### src/dpm_pkg.sv
// ----------------------------------------------------------------------------
// dpm_pkg: shared types and constants for the demand-paging MMU
// Sizes of the page table, item kinds, status codes and sequencer states.
// ----------------------------------------------------------------------------
package dpm_pkg;

    localparam int VIRTUAL_PAGES = 64;
    localparam int PAGE_W        = 6;
    localparam int OFFSET_WIDTH  = 8;
    localparam int VA_W          = 14;
    localparam int PHYS_FRAMES   = 16;
    localparam int FRAME_W       = 4;
    localparam int PA_W          = 12;
    localparam int SWAP_SLOTS    = 1024;
    localparam int SLOT_W        = 10;
    localparam int NEXT_SLOT_W   = 11;
    localparam int TIME_W        = 32;

    typedef enum logic [2:0] {
        K_TRANSLATE = 3'd0,
        K_MAP       = 3'd1,
        K_UNMAP     = 3'd2,
        K_ALLOC     = 3'd3,
        K_FREE      = 3'd4
    } t_kind;

    typedef enum logic [1:0] {
        ST_OK        = 2'd0,
        ST_NOT_MAPPED = 2'd1,
        ST_NO_FRAME  = 2'd2,
        ST_SWAP_FULL = 2'd3
    } t_status;

    typedef enum logic [3:0] {
        S_IDLE,
        S_DISPATCH,
        S_TR_HIT,
        S_UNMAP_RD,
        S_SCAN,
        S_SCAN_END,
        S_VICTIM,
        S_VSLOT,
        S_EVICT,
        S_COMMIT,
        S_PSLOT,
        S_RESULT
    } t_state;

    typedef struct packed {
        logic [1:0]         status;
        logic [PA_W-1:0]    physical_address;
        logic [FRAME_W-1:0] frame;
        logic               page_fault;
        logic               fill_from_swap;
        logic [SLOT_W-1:0]  fill_slot;
        logic               evicted;
        logic [FRAME_W-1:0] victim_frame;
        logic               writeback;
        logic [SLOT_W-1:0]  writeback_slot;
    } t_result;

endpackage

### src/dpm_ram.sv
// ----------------------------------------------------------------------------
// dpm_ram: generic single-port-write, single-port-read RAM
// One write and one registered read per cycle.
// ----------------------------------------------------------------------------
module dpm_ram #(
    parameter int WIDTH = 8,
    parameter int DEPTH = 64,
    localparam int AW = $clog2(DEPTH)
) (
    input  logic             i_clk,
    input  logic             i_we,
    input  logic [AW-1:0]    i_waddr,
    input  logic [WIDTH-1:0] i_wdata,
    input  logic [AW-1:0]    i_raddr,
    output logic [WIDTH-1:0] o_rdata
);

    logic [WIDTH-1:0] r_mem [DEPTH];
    logic [WIDTH-1:0] r_rdata;

    always_ff @(posedge i_clk) begin
        if (i_we) begin
            r_mem[i_waddr] <= i_wdata;
        end
        r_rdata <= r_mem[i_raddr];
    end

    assign o_rdata = r_rdata;

endmodule

### src/demand_paging_mmu_lru_top.sv
// A map, free or unmapped translate goes from dispatch to the result state; a translate
// hit or unmap passes S_TR_HIT or S_UNMAP_RD, a free-frame fault or allocate S_COMMIT.
// An eviction walks all 64 pages through the frame and time RAMs, one page per cycle
// on one shared comparator.
// One item at a time; the next item is taken in the cycle after its result is loaded.
// Sync active-low reset clears page flags and protection, frees all frames, zeroes slot count.
// ----------------------------------------------------------------------------
// demand_paging_mmu_lru_top: page-table engine with LRU replacement
// Translates accesses, maps and unmaps pages, and hands out and frees frames, evicting
// the least-recently-used unprotected resident page when none is free.
// ----------------------------------------------------------------------------
module demand_paging_mmu_lru_top
    import dpm_pkg::*;
(
    input  logic                i_clk,
    input  logic                i_rst_n,
    input  logic                i_cfg_we,
    input  logic [15:0]         i_cfg_data,
    input  logic                i_in_valid,
    output logic                o_in_stall,
    input  logic [2:0]          i_kind,
    input  logic [VA_W-1:0]     i_virtual_address,
    input  logic                i_is_write,
    input  logic [PAGE_W-1:0]   i_virtual_page,
    input  logic [FRAME_W-1:0]  i_physical_page,
    input  logic [TIME_W-1:0]   i_current_time,
    output logic                o_out_valid,
    input  logic                i_out_stall,
    output logic [1:0]          o_status,
    output logic [PA_W-1:0]     o_physical_address,
    output logic [FRAME_W-1:0]  o_frame,
    output logic                o_page_fault,
    output logic                o_fill_from_swap,
    output logic [SLOT_W-1:0]   o_fill_slot,
    output logic                o_evicted,
    output logic [FRAME_W-1:0]  o_victim_frame,
    output logic                o_writeback,
    output logic [SLOT_W-1:0]   o_writeback_slot
);

    t_state r_state, n_state;

    logic [PHYS_FRAMES-1:0]   r_prot;
    logic [VIRTUAL_PAGES-1:0] r_mapped, n_mapped;
    logic [VIRTUAL_PAGES-1:0] r_resident, n_resident;
    logic [VIRTUAL_PAGES-1:0] r_dirty, n_dirty;
    logic [VIRTUAL_PAGES-1:0] r_has_slot, n_has_slot;
    logic [PHYS_FRAMES-1:0]   r_free, n_free;
    logic [NEXT_SLOT_W-1:0]   r_next_slot, n_next_slot;

    // Latched item.
    logic [2:0]          r_kind;
    logic [VA_W-1:0]     r_va;
    logic                r_wr;
    logic [PAGE_W-1:0]   r_vp;
    logic [FRAME_W-1:0]  r_pp;
    logic [TIME_W-1:0]   r_now;

    // Scan and frame selection.
    logic [PAGE_W-1:0]   r_idx, n_idx;
    logic                r_cmp_vld, n_cmp_vld;
    logic [PAGE_W-1:0]   r_cmp_idx;
    logic                r_found, n_found;
    logic [TIME_W-1:0]   r_best, n_best;
    logic [PAGE_W-1:0]   r_victim, n_victim;
    logic [FRAME_W-1:0]  r_best_frame, n_best_frame;
    logic [FRAME_W-1:0]  r_f, n_f;

    t_result r_res, n_res;
    t_result r_out;
    logic    r_out_valid;

    // RAM ports.
    logic                frame_we, time_we, slot_we;
    logic [PAGE_W-1:0]   frame_waddr, time_waddr, slot_waddr;
    logic [PAGE_W-1:0]   frame_raddr, slot_raddr;
    logic [FRAME_W-1:0]  frame_wdata, frame_rdata;
    logic [TIME_W-1:0]   time_wdata, time_rdata;
    logic [SLOT_W-1:0]   slot_wdata, slot_rdata;

    logic [PAGE_W-1:0]   page;
    logic [FRAME_W-1:0]  low_free;
    logic                any_free;
    logic                cand;
    logic                in_acc;
    logic                res_load;

    assign page     = r_va[VA_W-1 -: PAGE_W];
    assign in_acc   = i_in_valid && !o_in_stall;
    assign res_load = (r_state == S_RESULT) && (!r_out_valid || !i_out_stall);

    always_comb begin
        low_free = '0;
        for (int k = PHYS_FRAMES - 1; k >= 0; k--) begin
            if (r_free[k]) begin
                low_free = FRAME_W'(k);
            end
        end
    end
    assign any_free = |r_free;

    // One shared comparator judges the page whose RAM data just came back.
    assign cand = r_cmp_vld && r_mapped[r_cmp_idx] && r_resident[r_cmp_idx]
                  && !r_prot[frame_rdata] && (!r_found || (time_rdata < r_best));

    dpm_ram #(.WIDTH(FRAME_W), .DEPTH(VIRTUAL_PAGES)) u_frame_ram (
        .i_clk(i_clk), .i_we(frame_we), .i_waddr(frame_waddr), .i_wdata(frame_wdata),
        .i_raddr(frame_raddr), .o_rdata(frame_rdata)
    );

    dpm_ram #(.WIDTH(TIME_W), .DEPTH(VIRTUAL_PAGES)) u_time_ram (
        .i_clk(i_clk), .i_we(time_we), .i_waddr(time_waddr), .i_wdata(time_wdata),
        .i_raddr(r_idx), .o_rdata(time_rdata)
    );

    dpm_ram #(.WIDTH(SLOT_W), .DEPTH(VIRTUAL_PAGES)) u_slot_ram (
        .i_clk(i_clk), .i_we(slot_we), .i_waddr(slot_waddr), .i_wdata(slot_wdata),
        .i_raddr(slot_raddr), .o_rdata(slot_rdata)
    );

    // Next state.
    always_comb begin
        n_state = r_state;
        unique case (r_state)
            S_IDLE: begin
                if (in_acc) begin
                    n_state = S_DISPATCH;
                end
            end
            S_DISPATCH: begin
                priority if (r_kind == K_TRANSLATE && !r_mapped[page]) begin
                    n_state = S_RESULT;
                end else if (r_kind == K_TRANSLATE && r_resident[page]) begin
                    n_state = S_TR_HIT;
                end else if (r_kind == K_TRANSLATE || r_kind == K_ALLOC) begin
                    n_state = any_free ? S_COMMIT : S_SCAN;
                end else if (r_kind == K_UNMAP) begin
                    n_state = S_UNMAP_RD;
                end else begin
                    n_state = S_RESULT;
                end
            end
            S_TR_HIT:   n_state = S_RESULT;
            S_UNMAP_RD: n_state = S_RESULT;
            S_SCAN: begin
                if (r_idx == PAGE_W'(VIRTUAL_PAGES - 1)) begin
                    n_state = S_SCAN_END;
                end
            end
            S_SCAN_END: n_state = S_VICTIM;
            S_VICTIM: begin
                priority if (!r_found) begin
                    n_state = S_RESULT;
                end else if (r_dirty[r_victim] && !r_has_slot[r_victim]) begin
                    n_state = (r_next_slot >= NEXT_SLOT_W'(SWAP_SLOTS)) ? S_RESULT : S_EVICT;
                end else if (r_dirty[r_victim]) begin
                    n_state = S_VSLOT;
                end else begin
                    n_state = S_EVICT;
                end
            end
            S_VSLOT:  n_state = S_EVICT;
            S_EVICT:  n_state = S_COMMIT;
            S_COMMIT: begin
                n_state = (r_kind == K_TRANSLATE && r_has_slot[page]) ? S_PSLOT : S_RESULT;
            end
            S_PSLOT:  n_state = S_RESULT;
            S_RESULT: begin
                if (res_load) begin
                    n_state = S_IDLE;
                end
            end
            default:  n_state = S_IDLE;
        endcase
    end

    // Datapath and RAM control.
    always_comb begin
        n_mapped     = r_mapped;
        n_resident   = r_resident;
        n_dirty      = r_dirty;
        n_has_slot   = r_has_slot;
        n_free       = r_free;
        n_next_slot  = r_next_slot;
        n_idx        = r_idx;
        n_cmp_vld    = 1'b0;
        n_found      = r_found;
        n_best       = r_best;
        n_victim     = r_victim;
        n_best_frame = r_best_frame;
        n_f          = r_f;
        n_res        = r_res;
        frame_we     = 1'b0;
        frame_waddr  = page;
        frame_wdata  = r_f;
        frame_raddr  = r_idx;
        time_we      = 1'b0;
        time_waddr   = page;
        time_wdata   = r_now;
        slot_we      = 1'b0;
        slot_waddr   = r_victim;
        slot_wdata   = r_next_slot[SLOT_W-1:0];
        slot_raddr   = r_victim;

        unique case (r_state)
            S_IDLE: begin
                if (in_acc) begin
                    n_res = '0;
                end
            end
            S_DISPATCH: begin
                frame_raddr = (r_kind == K_UNMAP) ? r_vp : page;
                n_idx   = '0;
                n_found = 1'b0;
                priority if (r_kind == K_TRANSLATE && !r_mapped[page]) begin
                    n_res.status = ST_NOT_MAPPED;
                end else if (r_kind == K_TRANSLATE && r_resident[page]) begin
                    n_res.status = ST_OK;
                end else if (r_kind == K_TRANSLATE || r_kind == K_ALLOC) begin
                    if (any_free) begin
                        n_f = low_free;
                        n_free[low_free] = 1'b0;
                    end
                end else if (r_kind == K_MAP) begin
                    n_mapped[r_vp]   = 1'b1;
                    n_resident[r_vp] = 1'b1;
                    n_dirty[r_vp]    = 1'b0;
                    n_free[r_pp]     = 1'b0;
                    frame_we    = 1'b1;
                    frame_waddr = r_vp;
                    frame_wdata = r_pp;
                    time_we     = 1'b1;
                    time_waddr  = r_vp;
                end else if (r_kind == K_FREE) begin
                    n_free[r_pp] = 1'b1;
                end else begin
                    n_res = '0;
                end
            end
            S_TR_HIT: begin
                time_we = 1'b1;
                if (r_wr) begin
                    n_dirty[page] = 1'b1;
                end
                n_res.physical_address = {frame_rdata, r_va[OFFSET_WIDTH-1:0]};
                n_res.frame            = frame_rdata;
            end
            S_UNMAP_RD: begin
                if (r_mapped[r_vp] && r_resident[r_vp]) begin
                    n_free[frame_rdata] = 1'b1;
                end
                n_mapped[r_vp]   = 1'b0;
                n_resident[r_vp] = 1'b0;
                n_dirty[r_vp]    = 1'b0;
                n_has_slot[r_vp] = 1'b0;
            end
            S_SCAN, S_SCAN_END: begin
                n_cmp_vld = (r_state == S_SCAN);
                if (r_state == S_SCAN) begin
                    n_idx = r_idx + PAGE_W'(1);
                end
                if (cand) begin
                    n_found      = 1'b1;
                    n_best       = time_rdata;
                    n_victim     = r_cmp_idx;
                    n_best_frame = frame_rdata;
                end
            end
            S_VICTIM: begin
                priority if (!r_found) begin
                    n_res.status = ST_NO_FRAME;
                end else if (r_dirty[r_victim] && !r_has_slot[r_victim]) begin
                    if (r_next_slot >= NEXT_SLOT_W'(SWAP_SLOTS)) begin
                        n_res.status = ST_SWAP_FULL;
                    end else begin
                        slot_we                 = 1'b1;
                        n_has_slot[r_victim]    = 1'b1;
                        n_next_slot             = r_next_slot + NEXT_SLOT_W'(1);
                        n_res.writeback         = 1'b1;
                        n_res.writeback_slot    = r_next_slot[SLOT_W-1:0];
                    end
                end else begin
                    n_res.status = ST_OK;
                end
            end
            S_VSLOT: begin
                n_res.writeback      = 1'b1;
                n_res.writeback_slot = slot_rdata;
            end
            S_EVICT: begin
                n_resident[r_victim] = 1'b0;
                n_dirty[r_victim]    = 1'b0;
                n_res.evicted        = 1'b1;
                n_res.victim_frame   = r_best_frame;
                n_f                  = r_best_frame;
            end
            S_COMMIT: begin
                slot_raddr = page;
                n_res.frame = r_f;
                if (r_kind == K_TRANSLATE) begin
                    frame_we          = 1'b1;
                    time_we           = 1'b1;
                    n_resident[page]  = 1'b1;
                    n_dirty[page]     = r_wr;
                    n_res.page_fault  = 1'b1;
                    n_res.physical_address = {r_f, r_va[OFFSET_WIDTH-1:0]};
                end
            end
            S_PSLOT: begin
                n_res.fill_from_swap = 1'b1;
                n_res.fill_slot      = slot_rdata;
            end
            S_RESULT: begin
            end
            default: begin
            end
        endcase
    end

    always_ff @(posedge i_clk) begin
        if (!i_rst_n) begin
            r_state     <= S_IDLE;
            r_prot      <= '0;
            r_mapped    <= '0;
            r_resident  <= '0;
            r_dirty     <= '0;
            r_has_slot  <= '0;
            r_free      <= '1;
            r_next_slot <= '0;
            r_cmp_vld   <= 1'b0;
            r_out_valid <= 1'b0;
        end else begin
            r_state     <= n_state;
            if (i_cfg_we) begin
                r_prot <= i_cfg_data;
            end
            r_mapped    <= n_mapped;
            r_resident  <= n_resident;
            r_dirty     <= n_dirty;
            r_has_slot  <= n_has_slot;
            r_free      <= n_free;
            r_next_slot <= n_next_slot;
            r_cmp_vld   <= n_cmp_vld;
            if (res_load) begin
                r_out_valid <= 1'b1;
            end else if (!i_out_stall) begin
                r_out_valid <= 1'b0;
            end
        end
    end

    always_ff @(posedge i_clk) begin
        if (in_acc) begin
            r_kind <= i_kind;
            r_va   <= i_virtual_address;
            r_wr   <= i_is_write;
            r_vp   <= i_virtual_page;
            r_pp   <= i_physical_page;
            r_now  <= i_current_time;
        end
        r_idx        <= n_idx;
        r_cmp_idx    <= r_idx;
        r_found      <= n_found;
        r_best       <= n_best;
        r_victim     <= n_victim;
        r_best_frame <= n_best_frame;
        r_f          <= n_f;
        r_res        <= n_res;
        if (res_load) begin
            r_out <= r_res;
        end
    end

    assign o_in_stall         = (r_state != S_IDLE);
    assign o_out_valid        = r_out_valid;
    assign o_status           = r_out.status;
    assign o_physical_address = r_out.physical_address;
    assign o_frame            = r_out.frame;
    assign o_page_fault       = r_out.page_fault;
    assign o_fill_from_swap   = r_out.fill_from_swap;
    assign o_fill_slot        = r_out.fill_slot;
    assign o_evicted          = r_out.evicted;
    assign o_victim_frame     = r_out.victim_frame;
    assign o_writeback        = r_out.writeback;
    assign o_writeback_slot   = r_out.writeback_slot;

    a_slot_bound: assert property (@(posedge i_clk) disable iff (!i_rst_n)
        r_next_slot <= NEXT_SLOT_W'(SWAP_SLOTS))
        else $error("swap slot counter overran");

    a_wb_evict: assert property (@(posedge i_clk) disable iff (!i_rst_n)
        r_out_valid && r_out.writeback |-> r_out.evicted && r_out.status == ST_OK)
        else $error("writeback without eviction");

    a_scan_flow: assert property (@(posedge i_clk) disable iff (!i_rst_n)
        r_state == S_SCAN |=> r_state == S_SCAN || r_state == S_SCAN_END)
        else $error("scan left early");

    a_resident_mapped: assert property (@(posedge i_clk) disable iff (!i_rst_n)
        r_state == S_EVICT |-> r_mapped[r_victim] && r_resident[r_victim])
        else $error("victim not a mapped resident page");

endmodule
### config.mk
export PLATFORM = sky130hd
export DESIGN_NAME = demand_paging_mmu_lru_top
export DESIGN_NICKNAME = d
export VERILOG_FILES = /design/src/dpm_pkg.sv /design/src/dpm_ram.sv /design/src/demand_paging_mmu_lru_top.sv
export SDC_FILE = /design/constraint.sdc
export NUM_CORES = 2
export LEC_CHECK = 0
export BUFFER_PORTS_ARGS = -buffer_cell sky130_fd_sc_hd__buf_2
export CORE_MARGIN = 5
export CORE_UTILIZATION = 60
export CTS_BUF_LIST = sky130_fd_sc_hd__clkbuf_4 sky130_fd_sc_hd__clkbuf_8
export DETAILED_ROUTE_END_ITERATION = 10
export PLACE_DENSITY = 0.78
export SLEW_MARGIN = 20
export SYNTH_ARGS = -nofsm -noshare
export SYNTH_HDL_FRONTEND = slang
export SYNTH_SLANG_ARGS = --single-unit
### constraint.sdc
create_clock -name i_clk -period 9.5 [get_ports i_clk]
set_input_delay 1.9 -clock i_clk [delete_from_list [all_inputs] [get_ports i_clk]]
set_output_delay 1.9 -clock i_clk [all_outputs]
set_load 0.1 [all_outputs]
# Yosys cells after proc, flatten, opt, wreduce, memory -nomap -nowiden
# Memories as Yosys holds them, arrays and structs flattened. A register that Yosys moved wholly into a read port is not among the register bits.
# Cells that the tools add are included.
dict set report word_totals {
  register_bits 516
  ram_bits 2944
  inputBits 81
  output_inout_bits 48
  elab_cells 345
  memories 3
}
dict set report classes {
  n_addsub 2
  order_cmp 15
  n_eq_ne 42
  n_mux 156
  n_bitwise 20
  reduce_logical 64
}
# memory depth width rd rd_ports_with_merged_regs wr line
set mem_list {}
lappend mem_list {u_time_ram.r_mem 64 32 1 1 1 dpm_ram.sv:18} ;# logic [WIDTH-1:0] r_mem [DEPTH];
lappend mem_list {u_slot_ram.r_mem 64 10 1 1 1 dpm_ram.sv:18}
lappend mem_list {u_frame_ram.r_mem 64 4 1 1 1 dpm_ram.sv:18}
# cell count
set ops {}
lappend ops {{64-bit 2-to-1 mux} 18}
lappend ops {{64-bit AND} 6}
lappend ops {{64-bit bitwise OR} 5}
lappend ops {{64-bit one-hot mux with 5 select lines} 1}
lappend ops {{64-bit one-hot mux with 2 select lines} 2}
lappend ops {{64-bit one-hot mux with 4 select lines} 1}
lappend ops {{46-bit 2-to-1 mux} 4}
lappend ops {{4-bit 2-to-1 mux} 36}
lappend ops {{64-bit NOT} 2}
lappend ops {{16-bit 2-to-1 mux} 7}
lappend ops {{44-bit 2-to-1 mux} 2}
lappend ops {{64-bit bitwise mux} 1}
lappend ops {{16-bit one-hot mux with 4 select lines} 1}
lappend ops {{1-bit binary-select mux with 6-bit select} 9}
lappend ops {{6-bit 2-to-1 mux} 9}
lappend ops {{11-bit one-hot mux with 4 select lines} 1}
lappend ops {{4-bit one-hot mux with 10 select lines} 1}
lappend ops {{2-bit inequality test (second input constant)} 19}
lappend ops {{1-bit 2-to-1 mux} 36}
lappend ops {{11-bit 2-to-1 mux} 3}
lappend ops {{11-bit one-hot mux with 3 select lines} 1}
lappend ops {{16-bit AND} 2}
lappend ops {{32-bit < comparator} 1}
lappend ops {{16-bit NOT} 2}
lappend ops {{other kinds (52)} 129}

# Logic depth before layout (Yosys ltp)
dict set report logic_depth {
  depth_word 27
  depth_mapped 15
  depth_no_buf 10
}

# Cells and area by module
# A second synthesis with hierarchy kept.
dict set report hier_totals {
  cells_unflattened 8277
  area_unflattened_um2 142387.8
}
# mod instances cells_per_inst area_per_inst_um2 seq_area_each_um2
set modules_own_cells {}
lappend modules_own_cells {{dpm_ram (u_time_ram)} 1 3324 78515.3 62139.6}
lappend modules_own_cells {demand_paging_mmu_lru_top 1 3236 28327.2 12381.9}
lappend modules_own_cells {{dpm_ram (u_slot_ram)} 1 1188 25189.2 19418.6}
lappend modules_own_cells {{dpm_ram (u_frame_ram)} 1 529 10356.2 7767.4}

# Worst setup path before layout
# No wires, ideal clock.
dict set report synth_path {
  path_type {register to register}
  from {reg r_cmp_idx[0]}
  to {reg r_best[0] (enable)}
  setup_time_ns 0.494
  arrival_ns 4.929
  t_required_ns 9.006
  path_slack_ns 4.077
  stages_incl_launch_ff 11
  path_buffers 3
  synth_period_minus_slack_ns 5.423
  path_cell_list {dfxtp_1 > clkbuf_1 > clkbuf_1 > clkbuf_1 > nand3_1 > o211ai_1 > o21ai_0 > o211ai_1 > o21ai_0 > mux4_2 > nor3_1}
}
dict set report synth_between {
  elab_chain_cells 7
  elab_cells_between_ends 9
  classes_between {4 x mux; 5 x reduce/logical}
}
# item line
set synth_lines {}
lappend synth_lines {{start: declaration} demand_paging_mmu_lru_top.sv:62} ;# logic [PAGE_W-1:0] r_cmp_idx;
lappend synth_lines {{start signal: assignment} demand_paging_mmu_lru_top.sv:362} ;# r_cmp_idx <= r_idx;
lappend synth_lines {{1-bit binary-select mux with 6-bit select} demand_paging_mmu_lru_top.sv:103} ;# assign cand = r_cmp_vld && r_mapped[r_cmp_idx] && r_resident[r_cmp_idx]
lappend synth_lines {{1-bit 2-to-1 mux (implied by the code)} demand_paging_mmu_lru_top.sv:103}
lappend synth_lines {{1-bit logical AND} demand_paging_mmu_lru_top.sv:103}
lappend synth_lines {{1-bit logical AND *} demand_paging_mmu_lru_top.sv:103}
lappend synth_lines {{1-bit logical AND * (2 in series)} demand_paging_mmu_lru_top.sv:104} ;# && !r_prot[frame_rdata] && (!r_found || (time_rdata < r_best));
lappend synth_lines {{2-bit AND reduction (no line) *} n/a}
lappend synth_lines {{end signal: assignment} demand_paging_mmu_lru_top.sv:364} ;# r_best <= n_best;
lappend synth_lines {{end: declaration} demand_paging_mmu_lru_top.sv:64} ;# logic [TIME_W-1:0] r_best, n_best;
# Mark *: on every way between the ends. The rest lies on a longest branch, timed or not. The select of a mux whose other input is x is not followed.
# A chain may end at the register's enable or synchronous reset.

# Worst setup path after layout
dict set report layout_path {
  from {reg r_state[0]}
  to {mem u_time_ram.r_mem[21][9] in the netlist's numbering (enable)}
}
dict set report layout_between {
  elab_chain_cells 4
  elab_cells_between_ends 7
  classes_between {3 x eq/ne; 4 x mux}
}
# item line
set layout_lines {}
lappend layout_lines {{start: declaration} demand_paging_mmu_lru_top.sv:41} ;# t_state r_state, n_state;
lappend layout_lines {{start signal: assignment} demand_paging_mmu_lru_top.sv:333} ;# r_state <= n_state;
lappend layout_lines {{4-bit == test (tied with other cells)} demand_paging_mmu_lru_top.sv:205} ;# unique case (r_state)
lappend layout_lines {{1-bit one-hot mux with 3 select lines} demand_paging_mmu_lru_top.sv:205}
lappend layout_lines {{1-bit 2-to-1 mux} dpm_ram.sv:22} ;# if (i_we) begin
lappend layout_lines {{1-bit 2-to-1 mux (implied by the code)} dpm_ram.sv:23} ;# r_mem[i_waddr] <= i_wdata;
lappend layout_lines {{end: declaration} dpm_ram.sv:18}
# Parallel ways exist; a longest one is shown, timed or not.

==> impl_metrics.yaml <==
run_status:
  status: "completed"
sta:
  hold_ws_ps: 417
  tightest_slew_ps: 1240
  min_period_over_period_pct: 64.5
  setup_viol: 0
  max_freq_ghz: 0.163
  slew_headroom_pct: 16.5
  fin_skew_ps: 92.6
  min_period_ps: 6130
  rsz0062_at_grt: "false"
  hold_viol_final: 0
  finalSetupTns_ps: 0
  maxSlewViolCount: 0
routing:
  vias: 86904
  wl_um: 398000
  drc: 0
  avgViaCountPerCell: 6.92
  dr.pass1.iters: 7
  drt_iter0_drc: 13371
  ant_nets: 0
  routedWlPerCell_um: 31.7
setup_path:
  worstPathMaxFanout: 32
  arrival_ps: 6750
  cp-start-kind: "register"
  critical_path_class: "register to register"
  worstSetupEndpointType: "register"
  worstPathRequired_ps: 10120
floorplan:
  pin_count: 129
  placementRows: 179
  coreArea_mm2: 0.237
  fp.dieH_um: 498
  initial_core_util_pct: 60.2
  dieArea_mm2: 0.248
  fp.dieW_um: 498
pwr:
  swShare_pct: 27.7
  switchingPower_uw: 10200
  power_uw: 36700
  vdd_ir_drop_max_mv: 0.209
  p_leak_uw: 0.0507
  power.share.sequential_pct: 48.5
  clockPowerShare_pct: 35.1
  power.internal_uw: 26500
  power.density_mw_per_mm2: 232
  comb_power_share_pct: 16.4
global_route:
  use_met1_pct: 44.1
  use_met3_pct: 8.64
  grt_first_pass_wirelength_um: 579000
  grt_use_met2_pct: 46.9
  grt_usage_pct: 31.7
  grt.busiest_layer: "met2"
  grt-ovfl-total: 0
  first_global_vias: 84684
  antenna_found_initial: 22
  grt_max_degree: 152
layout:
  final_common_cell: "edfxtp_1"
  mostFrequentLayoutCells: "edfxtp_1 (3149), nand2_1 (971), mux4_2 (796)"
  fin_area_mm2: 0.158
  drive_gt1_share_pct: 23.6
  final_net_count: 9080
  fillers: 15097
  area_delta_synth_final_pct: 10.9
  multi_input_area_mm2: 0.0394
  regArea_mm2: 0.102
clocking:
  clock_path_buffers: 4
  cts-root-buf: "clkbuf_8"
  postCtsSetupBuffers: 0
  cts_tree: "built"
  hold_buffers: 0
  cts.sinks: 3506
  clk_pin_slew_ps: 60
  cts.repair.resized: 0
  cts_buffers: 561
  cts_max_level: 6
  clk_latency_ps: 1080
placed_design:
  finalWeightedCongestion: 0.987
  hpwl_um: 244000
  place.port_buffers: 128
  post_dp_cell_area_mm2: 0.147
logic_synthesis:
  async_reset_ff_share_pct: 0
  synth-seq-cells: 3506
  synth_cell_type_count: 90
  synth_nets: 8807
  ys_seq_area_share_pct: 71.2
  avgSynthCellArea_um2: 16.4
  synth_edf_count: 3149
  syn-cell-area_mm2: 0.143
  synthCells: 8692
  synth.yosys.warnings: 0
  synth-main-ff-cell: "edfxtp_1"
run:
  cap_violations: 0
hold_path:
  hold_path.class: "register to register"
## Yosys cell counts (all sizes together), types with 19 or more instances
cell | number | share of area [%]
o22ai | 33 | 0.14
a22oi | 25 | 0.13
nand2b | 21 | 0.092
o221ai | 70 | 0.43
clkbuf | 421 | 1.1
inv | 59 | 0.15
nand3 | 293 | 1.0
nor3 | 73 | 0.26
o221a | 40 | 0.32
mux2i | 99 | 0.69
mux4 | 796 | 13
o31ai | 34 | 0.18
a311oi | 116 | 0.71
o21ai | 262 | 0.92
buf | 175 | 0.58
o311ai | 57 | 0.35
nand2 | 979 | 2.6
nor2b | 38 | 0.17
edfxtp | 3149 | 66
nor4 | 20 | 0.11
a221oi | 23 | 0.14
mux2 | 39 | 0.31
o211ai | 71 | 0.37
nand4 | 19 | 0.088
a31oi | 63 | 0.28
a22o | 20 | 0.12
and3 | 124 | 0.54
a21oi | 276 | 0.97
ha | 34 | 0.30
nor2 | 603 | 1.6
dfxtp | 357 | 5.0
and2 | 81 | 0.35
## kinds of logic (layout without fill, tap and decap cells)
group           Yosys count  in the layout  synth area share (%)
compound gates         1225           1225                  5.88
xor+xnor                  7              7                0.0429
fa+ha+maj                34             34                 0.298
buf+inv                 656           1337                  1.84
flops                  3506           3506                  71.2
mux                     934            934                  13.5
other cells               0             17                     0
simple gates           2330           2330                  7.22
## layer usage
layer	routed length [um]	vias up	share of wire, %
met4	23700	16	6.0
met3	51600	1302	13
met5	92	-	0.023
li1	-	35233	-
met2	179000	6965	45
met1	143000	43388	36
## power by group through the flow
stage | registers [uW] | clock network [uW] | logic [uW]
after floorplan | 18200 | 0 | 3490
after global placement | 18100 | 0 | 5710
after detailed placement | 18100 | 0 | 5860
after CTS | 17800 | 13000 | 5890
after global routing | 17800 | 13800 | 6250
final | 17800 | 12900 | 6020
## worst paths after layout
kind	from	end	slack [ps]	depth (start not counted)
setup / recovery	r_state[0]	u_time_ram.r_mem[21][9]	3370	7
setup reg to reg	r_state[0]	u_time_ram.r_mem[21][9]	3370	7
hold reg to reg	r_res[40]	o_physical_address[8]	420	0
hold / removal	r_res[40]	o_physical_address[8]	420	0
## flip-flops by register name (all words and copies together) (netlist names), 46 cells and up, named ones only
register,cells
u_slot_ram.r_mem,640
r_dirty,64
r_res,46
u_time_ram.r_mem,2048
r_resident,64
r_has_slot,64
u_frame_ram.r_mem,256
## metrics by stage
step / setup slack (ps) / util, % / cells
floorplan: 4080 / - / 8692
global placement: 3510 / 62.0 / 11567
detailed placement: 3290 / 62.0 / 11567
CTS: 3210 / 66.7 / 12538
global route: 3030 / 66.7 / 12543
finish: 3370 / 66.7 / 12557
## final cells by class
type | instances | share of cell area [%]
multi-input combinational | 4530 | 24.8
sequential | 3506 | 64.2
clock buffer | 782 | 6.07
clock inverter | 189 | 0.892
inverter | 60 | 0.145
antenna | 17 | 0.0268
tap | 3167 | 2.50
timing repair buffer | 306 | 1.33
## critical path, cell delays in order, from the launching register on
cell and delay, ps:
dfxtp_1 870, nor4b_4 970, nand3_1 420, buf_4 340
a21oi_1 430, a21boi_0 880, nand2_2 710, nor2_4 1050
No activity file was read; power rests on OpenSTA's default activity.
